**src/hdl/llc_pkg.sv**
```systemverilog
// ----------------------------------------------------------------------------
// llc_pkg: shared types and constants of the light level classifier
// Item and result payloads, command and class codes, register indexes and
// reset values.
// ----------------------------------------------------------------------------
package llc_pkg;

  localparam int SAMPLE_BITS       = 10;
  localparam int FRACTION_BITS_DEF = 8;
  localparam int ALPHA_BITS        = 9;
  localparam int ALPHA_SHIFT       = 8;
  localparam int CFG_BITS          = 10;
  localparam int CFG_IDX_BITS      = 2;

  localparam logic [ALPHA_BITS-1:0]  ALPHA_ONE       = ALPHA_BITS'(256);
  localparam logic [ALPHA_BITS-1:0]  ALPHA_RESET     = ALPHA_BITS'(64);
  localparam logic [SAMPLE_BITS-1:0] DARK_RESET      = SAMPLE_BITS'(650);
  localparam logic [SAMPLE_BITS-1:0] BRIGHT_RESET    = SAMPLE_BITS'(350);
  localparam logic [SAMPLE_BITS-1:0] HYST_RESET      = SAMPLE_BITS'(20);
  localparam logic [SAMPLE_BITS-1:0] SAMPLE_MAX      = {SAMPLE_BITS{1'b1}};

  typedef enum logic [1:0] {
    CMD_START      = 2'd0,
    CMD_MEASURE    = 2'd1,
    CMD_CAL_SAMPLE = 2'd2,
    CMD_CAL_FINISH = 2'd3
  } cmd_t;

  typedef enum logic [1:0] {
    CLASS_COMFORT = 2'd0,
    CLASS_BRIGHT  = 2'd1,
    CLASS_DARK    = 2'd2
  } class_t;

  typedef enum logic [CFG_IDX_BITS-1:0] {
    REG_DARK   = 2'd0,
    REG_BRIGHT = 2'd1,
    REG_HYST   = 2'd2,
    REG_ALPHA  = 2'd3
  } reg_idx_t;

  typedef struct packed {
    logic [1:0]             command;
    logic [SAMPLE_BITS-1:0] sample;
  } in_item_t;

  typedef struct packed {
    logic [1:0]             light_class;
    logic [SAMPLE_BITS-1:0] smoothed_level;
  } out_item_t;

  // Calibration controls from the item stage.
  typedef struct packed {
    logic take_sample;
    logic finish;
  } cal_ctl_t;

  // Thresholds derived from the calibration span.
  typedef struct packed {
    logic [SAMPLE_BITS-1:0] dark;
    logic [SAMPLE_BITS-1:0] bright;
    logic [SAMPLE_BITS-1:0] hyst;
  } thr_t;

endpackage

```
**src/hdl/light_level_classifier_top.sv**
```systemverilog
// ----------------------------------------------------------------------------
// light_level_classifier_top: smoothed light level classifier
// Filters light samples with an exponential moving average and reports the
// level as comfort, too bright or too dark; calibration sets thresholds.
//
//   channel | direction | handshake           | payload
//   in_     | in        | in_valid / in_stall  | in_item_t  (command, sample)
//   out_    | out       | out_valid / out_stall| out_item_t (light_class, level)
//   cfg_    | in        | cfg_we               | cfg_index, cfg_wdata
//
// One request per clock sustained while out_stall is low; a taken request is
// held in the input register, then loads the result register and raises out_valid.
// The input register and the result register each hold one request, and the
// state update runs in the single stage between them.
// A stall on out_ holds the result register and backs up into in_stall.
// Reset (rst_n low, synchronous) restores register defaults and empties both
// stages.
// ----------------------------------------------------------------------------
module light_level_classifier_top #(
  parameter int FRACTION_BITS = llc_pkg::FRACTION_BITS_DEF
) (
  input  logic                             clk,
  input  logic                             rst_n,
  input  logic                             in_valid,
  output logic                             in_stall,
  input  llc_pkg::in_item_t                in_data,
  output logic                             out_valid,
  input  logic                             out_stall,
  output llc_pkg::out_item_t               out_data,
  input  logic                             cfg_we,
  input  logic [llc_pkg::CFG_IDX_BITS-1:0] cfg_index,
  input  logic [llc_pkg::CFG_BITS-1:0]     cfg_wdata
);
  import llc_pkg::*;

  localparam int SW = SAMPLE_BITS + FRACTION_BITS;

  logic                   s1_valid_r, s1_valid_nxt;
  in_item_t               s1_data_r;
  logic                   out_valid_r, out_valid_nxt;
  out_item_t              out_data_r, out_data_nxt;
  logic [SW-1:0]          smooth_r, smooth_nxt;
  class_t                 class_r, class_nxt;
  logic [ALPHA_BITS-1:0]  alpha_r, alpha_nxt;
  logic [SAMPLE_BITS-1:0] dark_r, dark_nxt;
  logic [SAMPLE_BITS-1:0] bright_r, bright_nxt;
  logic [SAMPLE_BITS-1:0] hyst_r, hyst_nxt;

  logic                   s1_adv, s1_fire, in_fire;
  cmd_t                   cmd;
  logic [SW-1:0]          ema_level;
  logic [SW-1:0]          load_level;
  logic [SAMPLE_BITS-1:0] meas_level;
  logic signed [SAMPLE_BITS+1:0] lvl_s, bright_lo_s, dark_hi_s;
  class_t                 meas_class;
  cal_ctl_t               cal_ctl;
  thr_t                   cal_thr;

  assign s1_adv   = !out_valid_r || !out_stall;
  assign s1_fire  = s1_valid_r && s1_adv;
  assign in_stall = s1_valid_r && !s1_adv;
  assign in_fire  = in_valid && !in_stall;
  assign cmd      = cmd_t'(s1_data_r.command);

  llc_ema #(.FRACTION_BITS(FRACTION_BITS)) u_ema (
    .old_level (smooth_r),
    .sample    (s1_data_r.sample),
    .alpha     (alpha_r),
    .new_level (ema_level)
  );

  assign cal_ctl.take_sample = s1_fire && (cmd == CMD_CAL_SAMPLE);
  assign cal_ctl.finish      = s1_fire && (cmd == CMD_CAL_FINISH);

  llc_calib u_calib (
    .clk    (clk),
    .rst_n  (rst_n),
    .ctl    (cal_ctl),
    .sample (s1_data_r.sample),
    .thr    (cal_thr)
  );

  assign load_level = {s1_data_r.sample, {FRACTION_BITS{1'b0}}};
  assign meas_level = ema_level[SW-1:FRACTION_BITS];

  // Signed compares: bright minus hysteresis may go below zero.
  assign lvl_s       = $signed({2'b00, meas_level});
  assign bright_lo_s = $signed({2'b00, bright_r}) - $signed({2'b00, hyst_r});
  assign dark_hi_s   = $signed({2'b00, dark_r}) + $signed({2'b00, hyst_r});

  always_comb begin
    if (lvl_s <= bright_lo_s)     meas_class = CLASS_BRIGHT;
    else if (lvl_s >= dark_hi_s)  meas_class = CLASS_DARK;
    else                          meas_class = CLASS_COMFORT;
  end

  always_comb begin
    smooth_nxt = smooth_r;
    class_nxt  = class_r;
    alpha_nxt  = alpha_r;
    dark_nxt   = dark_r;
    bright_nxt = bright_r;
    hyst_nxt   = hyst_r;
    if (s1_fire) begin
      case (cmd)
        CMD_START: begin
          smooth_nxt = load_level;
        end
        CMD_MEASURE: begin
          smooth_nxt = ema_level;
          class_nxt  = meas_class;
        end
        CMD_CAL_SAMPLE: begin
        end
        CMD_CAL_FINISH: begin
          smooth_nxt = load_level;
          class_nxt  = CLASS_COMFORT;
          dark_nxt   = cal_thr.dark;
          bright_nxt = cal_thr.bright;
          hyst_nxt   = cal_thr.hyst;
        end
        default: begin
        end
      endcase
    end
    if (cfg_we) begin
      case (reg_idx_t'(cfg_index))
        REG_DARK:   dark_nxt   = cfg_wdata[SAMPLE_BITS-1:0];
        REG_BRIGHT: bright_nxt = cfg_wdata[SAMPLE_BITS-1:0];
        REG_HYST:   hyst_nxt   = cfg_wdata[SAMPLE_BITS-1:0];
        REG_ALPHA:  alpha_nxt  = cfg_wdata[ALPHA_BITS-1:0];
        default: begin
        end
      endcase
    end
  end

  always_comb begin
    out_data_nxt.light_class    = class_nxt;
    out_data_nxt.smoothed_level = smooth_nxt[SW-1:FRACTION_BITS];
  end

  always_comb begin
    s1_valid_nxt = s1_valid_r;
    if (in_fire)      s1_valid_nxt = 1'b1;
    else if (s1_fire) s1_valid_nxt = 1'b0;
    out_valid_nxt = out_valid_r;
    if (s1_fire)                   out_valid_nxt = 1'b1;
    else if (out_valid_r && !out_stall) out_valid_nxt = 1'b0;
  end

  always_ff @(posedge clk) begin
    if (!rst_n) begin
      s1_valid_r  <= 1'b0;
      out_valid_r <= 1'b0;
      smooth_r    <= '0;
      class_r     <= CLASS_COMFORT;
      alpha_r     <= ALPHA_RESET;
      dark_r      <= DARK_RESET;
      bright_r    <= BRIGHT_RESET;
      hyst_r      <= HYST_RESET;
    end else begin
      s1_valid_r  <= s1_valid_nxt;
      out_valid_r <= out_valid_nxt;
      smooth_r    <= smooth_nxt;
      class_r     <= class_nxt;
      alpha_r     <= alpha_nxt;
      dark_r      <= dark_nxt;
      bright_r    <= bright_nxt;
      hyst_r      <= hyst_nxt;
    end
  end

  // Payload registers: load on advance, hold otherwise.
  always_ff @(posedge clk) begin
    if (in_fire) s1_data_r  <= in_data;
    if (s1_fire) out_data_r <= out_data_nxt;
  end

  assign out_valid = out_valid_r;
  assign out_data  = out_data_r;

  a_stall_needs_item: assert property (@(posedge clk) disable iff (!rst_n)
    in_stall |-> s1_valid_r && out_valid_r)
    else $error("input stalled without a request in flight");

  a_finish_comfort: assert property (@(posedge clk) disable iff (!rst_n)
    s1_fire && (cmd == CMD_CAL_FINISH) |=> out_data_r.light_class == CLASS_COMFORT)
    else $error("calibration finish did not report comfort");

  a_start_level: assert property (@(posedge clk) disable iff (!rst_n)
    s1_fire && (cmd == CMD_START) |=>
      out_data_r.smoothed_level == $past(s1_data_r.sample))
    else $error("start did not load the sample as level");

  a_class_code: assert property (@(posedge clk) disable iff (!rst_n)
    out_valid_r |-> out_data_r.light_class != 2'd3)
    else $error("invalid class code on result");

endmodule

```
**src/hdl/llc_ema.sv**
```systemverilog
// ----------------------------------------------------------------------------
// llc_ema: exponential moving average update
// new = old + floor(alpha * (sample - old) / 256), level in fixed point.
// ----------------------------------------------------------------------------
module llc_ema #(
  parameter int FRACTION_BITS = llc_pkg::FRACTION_BITS_DEF
) (
  input  logic [llc_pkg::SAMPLE_BITS+FRACTION_BITS-1:0] old_level,
  input  logic [llc_pkg::SAMPLE_BITS-1:0]               sample,
  input  logic [llc_pkg::ALPHA_BITS-1:0]                alpha,
  output logic [llc_pkg::SAMPLE_BITS+FRACTION_BITS-1:0] new_level
);
  import llc_pkg::*;

  localparam int SW = SAMPLE_BITS + FRACTION_BITS;

  logic [ALPHA_BITS-1:0]        alpha_c;
  logic signed [SW:0]           diff;
  logic signed [SW+ALPHA_BITS:0] prod;
  logic signed [SW+ALPHA_BITS:0] step;

  // Alpha above one acts as one.
  assign alpha_c = (alpha > ALPHA_ONE) ? ALPHA_ONE : alpha;
  assign diff    = $signed({1'b0, sample, {FRACTION_BITS{1'b0}}}) - $signed({1'b0, old_level});
  assign prod    = diff * $signed({1'b0, alpha_c});
  // Arithmetic shift floors toward minus infinity, matching the blended form.
  assign step    = prod >>> ALPHA_SHIFT;
  assign new_level = old_level + step[SW-1:0];

endmodule

```
**src/hdl/llc_calib.sv**
```systemverilog
// ----------------------------------------------------------------------------
// llc_calib: calibration range tracker
// Holds the running minimum and maximum and derives thresholds and
// hysteresis from their span.
// ----------------------------------------------------------------------------
module llc_calib (
  input  logic                            clk,
  input  logic                            rst_n,
  input  llc_pkg::cal_ctl_t               ctl,
  input  logic [llc_pkg::SAMPLE_BITS-1:0] sample,
  output llc_pkg::thr_t                   thr
);
  import llc_pkg::*;

  localparam int SB   = SAMPLE_BITS;
  localparam int DW   = SB + 3;
  localparam int PW10 = DW + 16;
  localparam int PW25 = SB + 13;
  localparam logic [15:0] RECIP10   = 16'd52429;
  localparam logic [12:0] RECIP25   = 13'd5243;
  localparam logic [SB-1:0] SPAN_MIN = SB'(10);
  localparam logic [SB-1:0] HYST_MIN = SB'(5);

  logic [SB-1:0]       min_r, min_nxt;
  logic [SB-1:0]       max_r, max_nxt;
  logic signed [SB:0]  span_raw;
  logic [SB-1:0]       span;
  logic [DW-1:0]       span3, span7;
  logic [PW10-1:0]     prod3, prod7;
  logic [PW25-1:0]     prod25;
  logic [SB:0]         bright_sum, dark_sum;
  logic [SB-1:0]       hyst_q;

  always_comb begin
    min_nxt = min_r;
    max_nxt = max_r;
    if (ctl.finish) begin
      min_nxt = SAMPLE_MAX;
      max_nxt = '0;
    end else if (ctl.take_sample) begin
      if (sample < min_r) min_nxt = sample;
      if (sample > max_r) max_nxt = sample;
    end
  end

  always_ff @(posedge clk) begin
    if (!rst_n) begin
      min_r <= SAMPLE_MAX;
      max_r <= '0;
    end else begin
      min_r <= min_nxt;
      max_r <= max_nxt;
    end
  end

  // Span below the minimum (or negative with no samples) counts as the minimum.
  assign span_raw = $signed({1'b0, max_r}) - $signed({1'b0, min_r});
  assign span     = (span_raw < $signed({1'b0, SPAN_MIN})) ? SPAN_MIN : span_raw[SB-1:0];

  assign span3 = DW'(span) * DW'(3);
  assign span7 = DW'(span) * DW'(7);

  // Divide by 10 and 25 through scaled reciprocals, exact over this range.
  assign prod3  = PW10'(span3) * PW10'(RECIP10);
  assign prod7  = PW10'(span7) * PW10'(RECIP10);
  assign prod25 = PW25'(span) * PW25'(RECIP25);

  assign bright_sum = {1'b0, min_r} + {1'b0, prod3[PW10-1:19]};
  assign dark_sum   = {1'b0, min_r} + {1'b0, prod7[PW10-1:19]};
  assign hyst_q     = SB'(prod25[PW25-1:17]);

  assign thr.bright = bright_sum[SB] ? SAMPLE_MAX : bright_sum[SB-1:0];
  assign thr.dark   = dark_sum[SB]   ? SAMPLE_MAX : dark_sum[SB-1:0];
  assign thr.hyst   = (hyst_q < HYST_MIN) ? HYST_MIN : hyst_q;

  a_thr_order: assert property (@(posedge clk) disable iff (!rst_n)
    thr.bright <= thr.dark)
    else $error("calibrated bright threshold above dark threshold");

  a_finish_clears: assert property (@(posedge clk) disable iff (!rst_n)
    ctl.finish |=> (min_r == SAMPLE_MAX) && (max_r == '0))
    else $error("calibration finish did not clear the range");

endmodule
```
**config.mk**
```make
export PLATFORM = sky130hd
export DESIGN_NAME = light_level_classifier_top
export DESIGN_NICKNAME = d
export VERILOG_FILES = /design/src/hdl/llc_pkg.sv /design/src/hdl/light_level_classifier_top.sv /design/src/hdl/llc_ema.sv /design/src/hdl/llc_calib.sv
export SDC_FILE = /design/constraint.sdc
export NUM_CORES = 1
export LEC_CHECK = 0
export BUFFER_PORTS_ARGS = -buffer_cell sky130_fd_sc_hd__buf_2
export CAP_MARGIN = 20
export CORE_MARGIN = 2
export CORE_UTILIZATION = 30
export CTS_BUF_LIST = sky130_fd_sc_hd__clkbuf_4 sky130_fd_sc_hd__clkbuf_8
export DETAILED_ROUTE_END_ITERATION = 7
export SLEW_MARGIN = 20
export SYNTH_ARGS = -nofsm -noshare
export SYNTH_HDL_FRONTEND = slang
export SYNTH_HIERARCHICAL = 1
export SYNTH_SLANG_ARGS = --single-unit
```
**constraint.sdc**
```tcl
create_clock -name clk -period 11.7 [get_ports clk]
set_input_delay 1.17 -clock clk [delete_from_list [all_inputs] [get_ports clk]]
set_output_delay 1.17 -clock clk [all_outputs]
set_load 0.01 [all_outputs]
```
Yosys cells after proc, flatten, opt, wreduce, memory -nomap -nowiden
Cells that the tools add are included.
{"block": "classes", "add_sub_neg": 7, "multipliers": 6, "n_lt_le_gt_ge": 7, "eq_ne": 6, "n_mux": 27, "bitwise_logic": 1, "reduce_logical": 22}
{"operator": "$mux 10", "n": 15}
{"operator": "$pmux 18 s2", "n": 1}
{"operator": "$add 10x10->11", "n": 3}
{"operator": "$mul 13x16->29 const B", "n": 1}
{"operator": "$mul 12x16->28 const B", "n": 1}
{"operator": "$mul 19x10->26", "n": 1}
{"operator": "$mul 10x13->23 const B", "n": 1}
{"operator": "$sub 10x10->11", "n": 2}
{"operator": "$sub 18x18->19", "n": 1}
{"operator": "$add 18x18->18", "n": 1}
{"operator": "$mux 18", "n": 1}
{"operator": "$mul 10x3->13 const B", "n": 1}
{"operator": "$mul 10x2->12 const B", "n": 1}
{"operator": "$ge 10x11->1", "n": 1}
{"operator": "$le 11x11->1", "n": 1}
{"operator": "$lt 11x5->1 const B", "n": 1}
{"operator": "$gt 10x10->1", "n": 1}
{"operator": "$lt 10x10->1", "n": 1}
{"operator": "$gt 9x9->1 const B", "n": 1}
{"operator": "$mux 9", "n": 1}
{"operator": "$eq 2x2->1 const B", "n": 4}
{"operator": "$reduce_and 2->1", "n": 4}
{"operator": "$logic_and 1x1->1", "n": 6}
{"operator": "$lt 6x3->1 const B", "n": 1}
{"operator": "11 further kinds", "n": 24}
{"block": "word_totals", "register_bits": 105}

Depth between registers and ports, before layout
Gate-level depths: netlist (run 1).
{"block": "depth", "ltp_word": 11, "mapped_depth": 61}

Cells and area by module
The synthesis (run 1) kept the hierarchy.
{"mod": "llc_calib", "instances": 1, "cells_per_inst": 1208, "area_each_um2": 10887.9}
{"mod": "llc_ema", "instances": 1, "cells_per_inst": 809, "area_each_um2": 6716.4}
{"mod": "light_level_classifier_top", "instances": 1, "cells_per_inst": 513, "area_each_um2": 4663.2}

Worst setup path after synthesis (run 1)
Ideal clock, no wire load.
{"block": "synth_timing", "kind": "register to register", "start": "reg u_calib.max_r[0]", "end": "reg dark_r[4]", "setup_ns": 0.116, "arrival_time_ns": 11.081, "required_time_ns": 11.584, "setup_slack_ns": 0.503, "stages_incl_launch_ff": 54, "n_path_buf": 0, "synth_period_minus_slack_ns": 11.197, "path_cell_list": "dfxtp_1 -> inv_1 -> ha_1 -> fa_1 -> and2b_1 -> o221a_4 -> nand2b_4 -> a31oi_4 -> o21ai_1 -> o31a_2 -> nor2b_1 -> fa_1 -> ha_1 -> a21o_1 -> a21oi_1 -> o21ai_0 -> a21oi_1 -> o21ai_0 -> (+18 left out) -> o211ai_1 -> xor2_1 -> ha_1 -> fa_1 -> a21o_1 -> a21oi_1 -> nor2b_1 -> o21ai_0 -> nand2b_1 -> a21o_1 -> a21o_1 -> a21oi_1 -> nor2b_1 -> nor2_1 -> o21ai_0 -> nand2_1 -> nand3_1 -> o211a_1"}
{"item": "start, declared", "line_no": "llc_calib.sv:25", "text": "logic [SB-1:0] max_r, max_nxt;"}
{"item": "start signal, assigned", "line_no": "llc_calib.sv:52", "text": "max_r <= max_nxt;"}
{"item": "end signal, assigned", "line_no": "light_level_classifier_top.sv:168", "text": "dark_r <= dark_nxt;"}
{"item": "end, declared", "line_no": "light_level_classifier_top.sv:45", "text": "logic [SAMPLE_BITS-1:0] dark_r, dark_nxt;"}

==> results of run 1 <==
[worst max-delay path, delay by kind of cell (launching register included)]
kind | cells | cell delay, ns
xor+xnor | 1 | 0.19
simple gates | 16 | 1.64
compound gates | 23 | 3.48
fa+ha+maj | 13 | 4.66
buf+inv | 7 | 0.63
flops | 1 | 0.34
[how the worst min path moves through the flow]
stage,start,to,slack [ns],cells past startpoint
floorplan,alpha_r[2],alpha_r[2],0.44,2
global placement,alpha_r[3],alpha_r[3],0.46,2
detailed placement,alpha_r[3],alpha_r[3],0.46,2
CTS,alpha_r[3],alpha_r[3],0.48,2
global route,class_r[0],class_r[0],0.52,2
finish,alpha_r[3],alpha_r[3],0.48,2
[area by class of cell]
class | count | share of cell area [%]
Multi-Input combinational cell | 1896 | 74.1
Sequential cell | 105 | 9.61
Inverter | 480 | 7.38
Tap cell | 959 | 4.92
Timing Repair Buffer | 118 | 3.20
Clock buffer | 9 | 0.508
Clock inverter | 6 | 0.308
Antenna cell | 1 | 0.0103
[cell families after synthesis]
kind of cell               after synthesis  synth area share, %
muxes                                   21                0.950
adders and majority gates              686                 47.6
AOI/OAI and AO/OA                      405                 12.6
xor gates and xnor gates               136                 5.44
DFF                                    105                 10.5
other                                    1               0.0168
and+or+nand+nor                        644                 13.8
buffers and inverters                  532                 9.09
[metrics by stage]
stage	worst slack (ns)	hold WS (ns)	std cells	instance area, µm²	util (%)
6_report	0.602	0.484	3574	24400	33.3
5_1_grt	-0.0793	0.521	3574	24400	33.3
3_3_place_gp	0.147	0.460	3547	24000	32.7
3_5_place_dp	-0.0451	0.465	3547	24000	32.7
2_1_floorplan	0.503	0.439	2533	22300	-
4_1_cts	0.00456	0.484	3562	24200	33.0
[report_power, final]
group	switching, mW	internal [mW]	leakage, nW
clock	0.151	0.101	0.0982
combinational	0.592	0.405	12.0
sequential	0.0172	0.391	0.893
[layer usage]
layer  up-vias  share of wire (%)  global-route usage (%)
met1      8282                 47                    20.6
li1       8445                  -                       -
met3        47                2.9                    1.46
met5         -              0.014                       0
met2       256                 49                    27.2
met4         2                1.6                    3.38
[cell usage after synthesis (all sizes together) (3+ instances only)]
library cell and instances:
a31o 4, o31ai 6, inv 479, or4 3, or3 5, a211oi 13
nor2b 53, a21o 49, o211ai 19, a22oi 9, o22ai 4, o31a 4
nand2b 35, clkbuf 38, nand3b 4, o21bai 14, and3 11, a31oi 10
or2 10, nor2 136, o21ai 80, edfxtp 24, o311ai 4, o21a 17
nor4b 3, buf 14, and4 4, and2 47, a21oi 100, o211a 20
nor4 8, a21boi 14, a311o 3, fa 269, a221oi 13, ha 417
xor2 47, nor3 19, dfxtp 81, nand3 47, mux2i 20, xnor2 88
nand2 244, nand4 8
[flip-flops by register name (all words and copies together) (netlist names)]
register / cells
cmd: 2
u_calib/max_r: 10
alpha_r: 9
hyst_r: 10
out_valid: 1
dark_r: 10
smooth_r: 18
u_calib/min_r: 10
class_r: 2
out_data: 12
load_level: 10
s1_valid_r: 1
bright_r: 10
[timing repair]
action / CTS / global route
resized for setup: 6 / 40
pin swaps: 1 / 22
setup buffers: 0 / 10
endpoints found under the setup margin: 10 / 20
==> run summary, run 1 <==
The cell area after technology mapping came out at 22300 µm². The run finished with clean final reports. The critical path arrival came out at 11.40 ns. The overall via count from detail_route came out at 17000. The initial antenna violation count is 2. The width of the die came out at 276 µm. The final critical delay including setup and external delays came out at 11.10 ns. The worst-case headroom to the max-slew limit came out at 32.8%. The chip height is 276 µm. The worst setup skew after layout came out at between 0.02 and 0.03 ns. The global-route wire length before repair came out at approximately 95 mm.

For this run, the leading register cell type out of synthesis is sky130_fd_sc_hd__dfxtp_1. In this run the worst path has a maximum fanout of 8. The worst setup path endpoint is dark_r[7].

The full die area is 76400 µm². The filler cells instantiated in the layout total around 7600. STA classifies the critical path startpoint as a flip-flop. The instance count of the mapped netlist came out at 2530.

The final critical path takes up a little over nine tenths of the cycle. The number of cell instances on the worst register-to-register path came out at 60. The worst register-to-register path ends at dark_r[7]. The max-slew violation total from the final report is 0.

The root buffer cell chosen for the clock tree is sky130_fd_sc_hd__clkbuf_8. For this run, the register share of the synthesized area comes to 10.5%. The count of hold buffers inserted by post-cts repair is 0.

The top cell type's share of synthesized area came out at 24.2%. The latest clock arrival within the worst-skew pair came out at 0.43 ns. The final-layout setup total negative slack came out at 0 ns. The initial core utilization came out at a little under a third. The transition time of the tightest slew-check pin came out at 1.00 ns. The clock passes through at most 2 buffers. Routability-driven placement finished with a final weighted congestion of roughly 0.88.

The number of top-level pins came out at 43. The hold violation count in the final report is 0. In the final routed layout, each cell accounts on average for 16.4 µm. For flop-to-flop paths, the worst setup slack is 0.60 ns. The initial DRC count came out at around 840. The total number of nets in the final design is ~3300.

The leftover overflow at the end of global routing is 0. The pin count of the biggest net entering global routing is 65. The footprint of the flip-flops and latches came out at 2340 µm².

The reported leakage power is approximately 13 nW. TritonCTS built the clock tree. The TritonCTS sink count came out at 105. The worst register-to-register path begins at u_calib/max_r[0].

The maximum vdd ir drop is 0.0000637 V. The DRC violation count after routing is 0. The standard cell core area is 73200 µm². The type of the worst setup path is flip-flop to flip-flop. The number of optimization iterations in the first detailed-route pass came out at 5. In the final layout, the share of cells above drive strength 1 is slightly below 8%. The H-tree was split into 3 levels. For the worst setup path, the data required time is 12.00 ns. Counting flops and latches in the post-synthesis netlist gives 105. The delay of the slowest cell on the worst path is 0.56 ns. The post-route total power came out at between 1.5 and 2 mW.

Max-cap violations in this run came to 0. Dividing the synthesized area by the synthesized cell count gives 8.80 µm². The total wirelength of the detailed-routed design is 58.4 mm. The largest individual stage delay along the critical path comes from the cell sky130_fd_sc_hd__fa_1. Summing all multi-input logic gate instances after layout gives approximately 18000 µm².

The kind of end point of the critical path is a flip-flop. The count of buffers from port buffering came out at 42. The unique cell type count in the Yosys netlist came out at between 90 and 100. The count of flip-flops with a built-in enable after synthesis came out at 24.

For this run, the total global-route usage over all layers was measured as 15.5%. The min-delay analysis places its worst path in the category flip-flop to flip-flop. The proportion of register bits with asynchronous set or reset after synthesis came out at 0%. The number of global-route vias before repair came to 17500.

The clock transition time at the flip-flop clock pins of the worst setup and hold paths is 0.12 ns. The leading area contributor after synthesis is sky130_fd_sc_hd__fa_1. Yosys printed 6 warnings.

For this design the ratio of total power to cell area is about 68 nW/µm². The highest clock frequency the design can meet is 90.1 MHz. TritonCTS created 9 clock buffers. Tracing the worst setup path back leads to its startpoint at u_calib/max_r[0]. After floorplanning, the core was divided into about 100 placement rows.

The final setup violation count came out at 0. The post-detailed-route via-to-cell ratio is 4.77. The area growth from synthesis to layout is 9.60%.

The total half-perimeter wirelength after legalization and detailed placement came out at 50.2 mm. The number of nets with antenna violations after routing is 0. Yosys attributes the largest share of cell area to sky130_fd_sc_hd__fa_1 24%, sky130_fd_sc_hd__ha_1 23%, sky130_fd_sc_hd__inv_1 8.1%. Leaving out fill and tap cells, the most frequent cell in the layout is sky130_fd_sc_hd__inv_1.

The top cell types in the final layout, fill and taps aside, are 478 x sky130_fd_sc_hd__inv_1, 413 x sky130_fd_sc_hd__ha_1, 265 x sky130_fd_sc_hd__fa_1, 241 x sky130_fd_sc_hd__nand2_1, 135 x sky130_fd_sc_hd__nor2_1.
Power figures use the tool's default switching activity.
==> run 2, diff against run 1 <==
--- a/config.mk
+++ b/config.mk
@@ -5,12 +5,15 @@
 export SDC_FILE = /design/constraint.sdc
 export NUM_CORES = 1
 export LEC_CHECK = 0
+export ABC_AREA = 1
+export ABC_CLOCK_PERIOD_IN_PS = 11700
 export BUFFER_PORTS_ARGS = -buffer_cell sky130_fd_sc_hd__buf_2
 export CAP_MARGIN = 20
 export CORE_MARGIN = 2
 export CORE_UTILIZATION = 30
 export CTS_BUF_LIST = sky130_fd_sc_hd__clkbuf_4 sky130_fd_sc_hd__clkbuf_8
 export DETAILED_ROUTE_END_ITERATION = 7
+export SKIP_LAST_GASP = 1
 export SLEW_MARGIN = 20
 export SYNTH_ARGS = -nofsm -noshare
 export SYNTH_HDL_FRONTEND = slang
==> run 2 against run 1 <==
Area after synthesis is 9.0% higher; clock-buffer cell count stayed put; fmax is 2.3% higher; hold slack better by 0.024 ns; sequential share of layout area is 0.58 points lower; total power is 47% higher; core utilization is 1.0 points lower; final cell count is 20% higher; non-clock buffer count is 60 lower; global-route usage is 0.43 points higher; highest routed layer unchanged.
==> run summary, run 2 <==
Run status: complete, no violations (unchanged). The number of nets with antenna violations after routing came to 0 (unchanged). The transition time of the tightest slew-check pin came out at 1.11 ns (was 1.00 ns). The initial antenna violation count was 12 (was 2).

The number of optimization iterations in the first detailed-route pass came out at 6 (was 5). List of most frequent post-synthesis cells: 718 x sky130_fd_sc_hd__inv_1, 560 x sky130_fd_sc_hd__nand2_1, 417 x sky130_fd_sc_hd__ha_1 (was 479 x sky130_fd_sc_hd__inv_1, 417 x sky130_fd_sc_hd__ha_1, 269 x sky130_fd_sc_hd__fa_1). The TritonCTS sink count is 105 (unchanged). The flip-flop count of the largest register, all copies and words added is 18 (unchanged). The cell family contributing the most delay on the critical path was adder cells (unchanged).

The count of filler cells inserted in the layout is 8663 (was 7641). The instance count after placement with tap cells included is 4279 (was 3547). The row count came out at 104 (was 99). The number of cell instances on the worst register-to-register path is 51 (was 60). The number of logic stages on the critical path including buffering came out at 51 (was 60). The total met3 wirelength after detailed routing is 1.98 mm (was 1.69 mm). The length of routed wiring on met1 came out at 28.5 mm (was 27.3 mm). The worst-case headroom to the max-slew limit came out at 25.2% (was 32.8%).

Cells taking the most area after synthesis: sky130_fd_sc_hd__fa_1 22%, sky130_fd_sc_hd__ha_1 21%, sky130_fd_sc_hd__inv_1 11% (was sky130_fd_sc_hd__fa_1 24%, sky130_fd_sc_hd__ha_1 23%, sky130_fd_sc_hd__inv_1 8.1%). The reported leakage power is 14.4 nW (was 13.0 nW). The width of the die is 288 µm (was 276 µm). The post-detailed-route via-to-cell ratio was 4.71 (was 4.77). The number of buffers added by the clock tree synthesis step came out at 9 (unchanged). The leading area contributor after synthesis is sky130_fd_sc_hd__fa_1 (unchanged). The proportion of register bits with asynchronous set or reset after synthesis is 0% (unchanged).

The clock tree from TritonCTS is built (unchanged). The count of buffers from port buffering is 42 (unchanged). The maximum vdd ir drop came out at 0.000102 V (was 0.0000637 V).

The leftover overflow at the end of global routing came out at 0 (unchanged). The standard cell core area is 80300 µm² (was 73200 µm²). The initial DRC count is 1023 (was 836). The area growth from synthesis to layout is 6.92% (was 9.60%). Highest-count cells in the layout ignoring fill and taps: 718 x sky130_fd_sc_hd__inv_1, 559 x sky130_fd_sc_hd__nand2_1, 417 x sky130_fd_sc_hd__ha_1, 269 x sky130_fd_sc_hd__fa_1, 233 x sky130_fd_sc_hd__a21oi_1 (was 478 x sky130_fd_sc_hd__inv_1, 413 x sky130_fd_sc_hd__ha_1, 265 x sky130_fd_sc_hd__fa_1, 241 x sky130_fd_sc_hd__nand2_1, 135 x sky130_fd_sc_hd__nor2_1). The number of max-capacitance violations reported came out at 0 (unchanged). The total number of nets in the final design came to 3945 (was 3325). The total half-perimeter wirelength after legalization and detailed placement was 57.0 mm (was 50.2 mm). The combined buffer and inverter count along the critical path came out at 8 (was 7).

The met2 layer wire length in the routed design came out at 32.5 mm (was 28.5 mm). The total wirelength of the detailed-routed design came out at 65.1 mm (was 58.4 mm). The overall via count from detail_route was 20200 (was 17000). The buffer cell driving the clock tree root is sky130_fd_sc_hd__clkbuf_8 (unchanged). The post-layout worst setup margin came out at 0.853 ns (was 0.602 ns). The latest clock arrival within the worst-skew pair is 0.42 ns (was 0.43 ns).

The number of global-route vias before repair is 20400 (was 17500). The unique cell type count in the Yosys netlist came out at 70 (was 95). The global-route wire length before repair came out at 106 mm (was 94.6 mm). The type of the tightest min-delay check is flip-flop to flip-flop (unchanged). The pin count of the biggest net entering global routing came to 41 (was 65). The count of flip-flops with a built-in enable after synthesis is 24 (unchanged). The hold violation count in the final report is 0 (unchanged). The type of the worst setup path is flip-flop to flip-flop (unchanged).

The final setup violation count is 0 (unchanged). The power per unit of standard cell area is 94.2 nW/µm² (was 67.9 nW/µm²). The share of final-layout standard cells stronger than drive strength 1 came out at 5.66% (was 7.96%).

The most numerous cell type found on the critical path is sky130_fd_sc_hd__nand2_1. The final critical delay including setup and external delays came out at 10.85 ns (was 11.10 ns). The delay of the slowest cell on the worst path is 0.57 ns (was 0.56 ns). The top cell type's share of synthesized area came out at 22.2% (was 24.2%). The number of cells traversed by the worst hold path came out at 2 (unchanged). The worst setup skew after layout is 0.0190 ns (was 0.0281 ns). The filler-free cell count of the finished design came out at 4296 (was 3574). The post-route total power came out at 2.44 mW (was 1.66 mW). The kind of end point of the critical path is a flip-flop (unchanged).

The core occupancy in the finished layout came out at 32.3% (was 33.3%). The clock transition time at the flip-flop clock pins of the worst setup and hold paths is 0.12 ns (about the same). The instance area after placement is 25700 µm² (was 24000 µm²). The max-slew violation total from the final report is 0 (unchanged).

The sequential cell area fraction in the yosys report came out at 9.65% (was 10.5%). The global-route total usage across every layer is 15.9% (was 15.5%). The fraction of the cycle the final worst path needs is 92.7% (was 94.9%). The uppermost layer routed is met5 (unchanged). The post-synthesis average cell area came out at 7.59 µm² (was 8.80 µm²). The category of the worst setup path launch point is a flip-flop (unchanged).

The DRC violation count after routing is 0 (unchanged). The worst hold slack across all endpoints was 0.508 ns (was 0.484 ns). The count of synthesis-stage warnings from yosys was 6 (unchanged).

The number of synthesized register bits is 105 (unchanged). The final routed wire length divided by cell count came to 15.1 µm (was 16.4 µm). The leading cell type by number of instances after synthesis was sky130_fd_sc_hd__inv_1 (unchanged). The final weighted congestion of routability-driven global placement is 0.926 (was 0.875). The cell area after layout is 25900 µm² (was 24400 µm²). The count of hold buffers inserted by post-cts repair was 0 (unchanged). The H-tree depth came out at 3 (unchanged). The instance count of the mapped netlist is 3198 (was 2530).

The most used flip-flop cell after synthesis is sky130_fd_sc_hd__dfxtp_1 (unchanged). The data required time of the worst path was 12.03 ns (was 12.00 ns). The cell area after technology mapping is 24300 µm² (was 22300 µm²). The worst setup slack after placement is 0.727 ns (was -0.0451 ns). The most common library cell in the layout ignoring fill and taps is sky130_fd_sc_hd__inv_1 (unchanged). The highest clock frequency the design can meet is 92.2 MHz (was 90.1 MHz). The final-layout setup total negative slack came to 0 ns (unchanged).

The maximum fanout along the worst path came out at 9 (was 8). The full die area came out at 83200 µm² (was 76400 µm²). The slowest library cell on the worst path is sky130_fd_sc_hd__fa_1 (unchanged). The register with the most flip-flops was smooth_r (unchanged). The initial core utilization is 30.2% (was 30.4%).

The critical path arrival is 11.17 ns (was 11.40 ns). The chip height came out at 288 µm (was 276 µm). The number of top-level pins is 43 (unchanged).

The maximum clock path buffer count is 2 (unchanged).
[run 2: repair_timing]
| item | 4_1_cts | 5_1_grt |
|---|---|---|
| endpoints found under the setup margin | 0 | 10 |
| gates resized for setup | 0 | 5 |
| buffers inserted | 0 | 0 |
[run 2: report_power, final]
part | switching [mW] | total, mW | leakage (nW) | internal, mW
Combinational | 1.16 | 1.79 | 13.4 | 0.636
Sequential | 0.0239 | 0.418 | 0.895 | 0.394
Clock | 0.150 | 0.233 | 0.0993 | 0.0830
[run 2: cell families after synthesis]
group,after synthesis,share of synthesized area [%]
flops,105,9.65
buf+inv,772,12.2
compound gates,496,11.9
mux,8,0.330
other cells,1,0.0155
simple gates,1018,18.1
xor+xnor,112,4.17
fa+ha+maj,686,43.7
[run 2: area by class of cell]
cell class | count | area [µm²] | area share (%)
clock buffer | 9 | 124 | 0.477
timing repair buffer | 58 | 330 | 1.27
sequential | 105 | 2340 | 9.03
antenna | 1 | 2.50 | 0.00964
tap | 1060 | 1330 | 5.11
multi-input combinational | 2324 | 19000 | 73.3
clock inverter | 7 | 67.6 | 0.260
inverter | 732 | 2750 | 10.6
[run 2: worst register-to-register path: cells and delay by family (launching register included)]
kind	cells	cell delay, ns
adders and majority gates	12	4.84
AOI/OAI and AO/OA	13	2.42
and+or+nand+nor	16	1.68
buffers and inverters	8	0.74
xor gates and xnor gates	2	0.68
DFF	1	0.38
[run 2: worst paths after layout]
path	startpoint	endpoint	slack, ns
worst min register to register	u_calib/max_r[0]	u_calib/max_r[0]	0.51
worst max register to register	u_calib/min_r[0]	bright_r[7]	0.85
worst min-delay path	u_calib/max_r[0]	u_calib/max_r[0]	0.51
worst max-delay path	u_calib/min_r[0]	bright_r[7]	0.85
[run 2: layer usage]
layer	GRT usage, %	up-vias
met5	0	-
met4	4.88	4
met3	1.64	116
met2	29.1	372
met1	19.6	9557
li1	-	10200
==> run 3, diff against run 2 <==
--- a/config.mk
+++ b/config.mk
@@ -9,7 +9,7 @@
 export ABC_CLOCK_PERIOD_IN_PS = 11700
 export BUFFER_PORTS_ARGS = -buffer_cell sky130_fd_sc_hd__buf_2
 export CAP_MARGIN = 20
-export CORE_MARGIN = 2
+export CORE_MARGIN = 3
 export CORE_UTILIZATION = 30
 export CTS_BUF_LIST = sky130_fd_sc_hd__clkbuf_4 sky130_fd_sc_hd__clkbuf_8
 export DETAILED_ROUTE_END_ITERATION = 7
==> run 3 against run 2 <==
Sequential power is essentially flat; non-clock buffer count shrank 5; clock power grew 9.9%; flip-flop and latch count is the same; cell area is essentially flat; fmax is essentially flat; total power grew 0.46%; register-to-register slack is essentially flat; wire length grew 1.2%; clock skew grew 0.0050 ns; via count shrank 0.25%; critical path type unchanged.
==> run summary, run 3 (synthesized netlist as in run 2, its figures left out) <==
The clock tree from TritonCTS was built (unchanged). The max-slew violation total from the final report was 0 (unchanged). The number of global-route vias before repair was 20500 (was 20400).

The DRC violation count after routing is 0 (unchanged). The maximum clock path buffer count came out at 2 (unchanged). The delay of the slowest cell on the worst path came out at 0.58 ns (was 0.57 ns). The total number of nets in the final design is 3940 (was 3945). The buffer cell driving the clock tree root is sky130_fd_sc_hd__clkbuf_8 (unchanged). The total wirelength of the detailed-routed design is 65.9 mm (was 65.1 mm).

The leftover overflow at the end of global routing was 0 (unchanged). The maximum vdd ir drop came out at 0.000111 V (was 0.000102 V). The final setup violation count is 0 (unchanged). The final critical delay including setup and external delays is 10.86 ns (was 10.85 ns). The flip-flop count of the largest register, all copies and words added came to 18 (unchanged). The standard cell core area was 79500 µm² (was 80300 µm²). The slack of the worst reg-to-reg path came out at 0.84 ns (was 0.85 ns). The kind of end point of the critical path is a flip-flop (unchanged).

The share of final-layout standard cells stronger than drive strength 1 was 5.51% (was 5.66%). The post-route total power is 2.46 mW (was 2.44 mW). The number of max-capacitance violations reported is 0 (unchanged).

The clock transition time at the flip-flop clock pins of the worst setup and hold paths is 0.11 ns (was 0.12 ns). The most common library cell in the layout ignoring fill and taps is sky130_fd_sc_hd__inv_1 (unchanged). The pin count of the biggest net entering global routing came out at 41 (unchanged). The core occupancy in the finished layout came out at 32.6% (was 32.3%).

The transition time of the tightest slew-check pin is 1.18 ns (was 1.11 ns). The most common cell type on the critical path is sky130_fd_sc_hd__nand2_1 (unchanged). The worst-case headroom to the max-slew limit came out at 21.4% (was 25.2%). The data required time of the worst path is 11.98 ns (was 12.03 ns). Setup repair after global routing could not meet its margin everywhere.

The number of buffers added by the clock tree synthesis step is 9 (unchanged). The slowest library cell on the worst path is sky130_fd_sc_hd__fa_1 (unchanged). The total half-perimeter wirelength after legalization and detailed placement is 57.6 mm (was 57.0 mm). The global-route wire length before repair came out at 107 mm (was 106 mm). The critical path arrival came out at 11.14 ns (was 11.17 ns). The number of nets with antenna violations after routing is 0 (unchanged). The TritonCTS sink count came out at 105 (unchanged). The final routed wire length divided by cell count came out at 15.4 µm (was 15.1 µm). The timing startpoint of the critical path is u_calib/min_r[0] (unchanged). The fraction of the cycle the final worst path needs came out at 92.8% (was 92.7%). The final weighted congestion of routability-driven global placement came to 0.918 (was 0.926).

The initial antenna violation count is 12 (unchanged). The latest clock arrival within the worst-skew pair is 0.40 ns (was 0.42 ns). The number of optimization iterations in the first detailed-route pass is 5 (was 6). The row count is 103 (was 104).

The initial DRC count came out at 1154 (was 1023). The chip height is 290 µm (was 288 µm). Highest-count cells in the layout ignoring fill and taps: 718 x sky130_fd_sc_hd__inv_1, 559 x sky130_fd_sc_hd__nand2_1, 417 x sky130_fd_sc_hd__ha_1, 269 x sky130_fd_sc_hd__fa_1, 233 x sky130_fd_sc_hd__a21oi_1 (unchanged). The count of filler cells inserted in the layout came out at 8544 (was 8663). The count of buffers from port buffering came to 42 (unchanged). The power per unit of standard cell area came to 94.7 nW/µm² (was 94.2 nW/µm²). The overall via count from detail_route is 20200 (about the same).

The initial core utilization came out at 30.5% (was 30.2%). The number of top-level pins came to 43 (unchanged). The maximum fanout along the worst path came out at 10 (was 9). Run status: complete, no violations (unchanged). The worst setup skew after layout is 0.0240 ns (was 0.0190 ns). The startpoint of the lowest-slack hold path is u_calib/max_r[0] (unchanged). The post-detailed-route via-to-cell ratio came out at 4.71 (about the same). The global-route total usage across every layer is 15.6% (was 15.9%). The width of the die came out at 290 µm (was 288 µm). The count of buffers added by post-CTS timing repair for setup is 0 (unchanged). The category of the worst setup path launch point is a flip-flop (unchanged).

The reported leakage power is 14.4 nW (about the same). The register with the most flip-flops is smooth_r (unchanged). The critical register-to-register path startpoint is u_calib/min_r[0] (unchanged). The hold violation count in the final report came out at 0 (unchanged). The highest clock frequency the design can meet came out at 92.1 MHz (was 92.2 MHz). The full die area is 84300 µm² (was 83200 µm²). The type of the worst setup path is flip-flop to flip-flop (unchanged). The type of the tightest min-delay check was flip-flop to flip-flop (unchanged). The area growth from synthesis to layout is 6.87% (was 6.92%). The H-tree depth is 3 (unchanged).
## run 3: cell types whose count changed in the layout (fill, tap and decap cells not counted), sizes merged
cell,delta
clkbuf,+3
inv,-4
diode,+2
clkinv,-1
buf,-5
bufinv,+2
## run 3: final cells by class
class | count | area [µm²] | area share [%]
clock buffer | 12 | 146 | 0.564
sequential | 105 | 2340 | 9.03
clock inverter | 4 | 68.8 | 0.265
tap | 1050 | 1310 | 5.07
multi-input combinational | 2324 | 19000 | 73.3
inverter | 732 | 2750 | 10.6
timing repair buffer | 53 | 293 | 1.13
antenna | 3 | 7.51 | 0.0289
## run 3: timing repair
item                                    in CTS  in global routing
gates resized for setup                      0                  7
endpoints found under the setup margin       0                 10
hold buffers                                 0                  0
## run 3: worst max-delay path: cells and delay by family (launching register included)
family                   cells  cell delay [ns]
AND/OR/NAND/NOR             19             1.77
XOR/XNOR                     2             0.51
flip-flops                   1             0.39
buffers and inverters       10             0.71
adder cells (fa/ha/maj)     12             4.96
AO/OA/AOI/OAI               15             2.41
## run 3: final timing paths
check,end,depth (start not counted)
max reg2reg,dark_r[2],58
min reg2reg,u_calib/max_r[0],2
max,dark_r[2],58
min,u_calib/max_r[0],2
## run 3: power breakdown
group | internal, mW | switching, mW | total (mW)
logic | 0.634 | 1.15 | 1.78
clock network | 0.127 | 0.129 | 0.256
registers | 0.394 | 0.0240 | 0.418
## run 3: layer usage
layer	part of all wire, %	vias to the layer above	GRT usage, %	routed length (µm)
met1	43	9508	19.8	28600
met5	0.020	-	0	13
met2	49	385	28.2	32500
li1	-	10200	-	-
met4	3.1	2	4.20	2030
met3	4.1	107	1.64	2680
## run 3: through the flow
stage | std cells | hold slack (ns) | worst slack [ns] | TNS (ns) | instance area, µm²
after floorplan | 3201 | 0.451 | 1.69 | 0 | 24300
after detailed placement | 4264 | 0.488 | 0.510 | 0 | 25700
final | 4283 | 0.502 | 0.843 | 0 | 25900
after CTS | 4280 | 0.504 | 0.441 | 0 | 25900
after global placement | 4264 | 0.486 | 0.617 | 0 | 25700
after global routing | 4280 | 0.514 | -0.00431 | -0.00431 | 25900
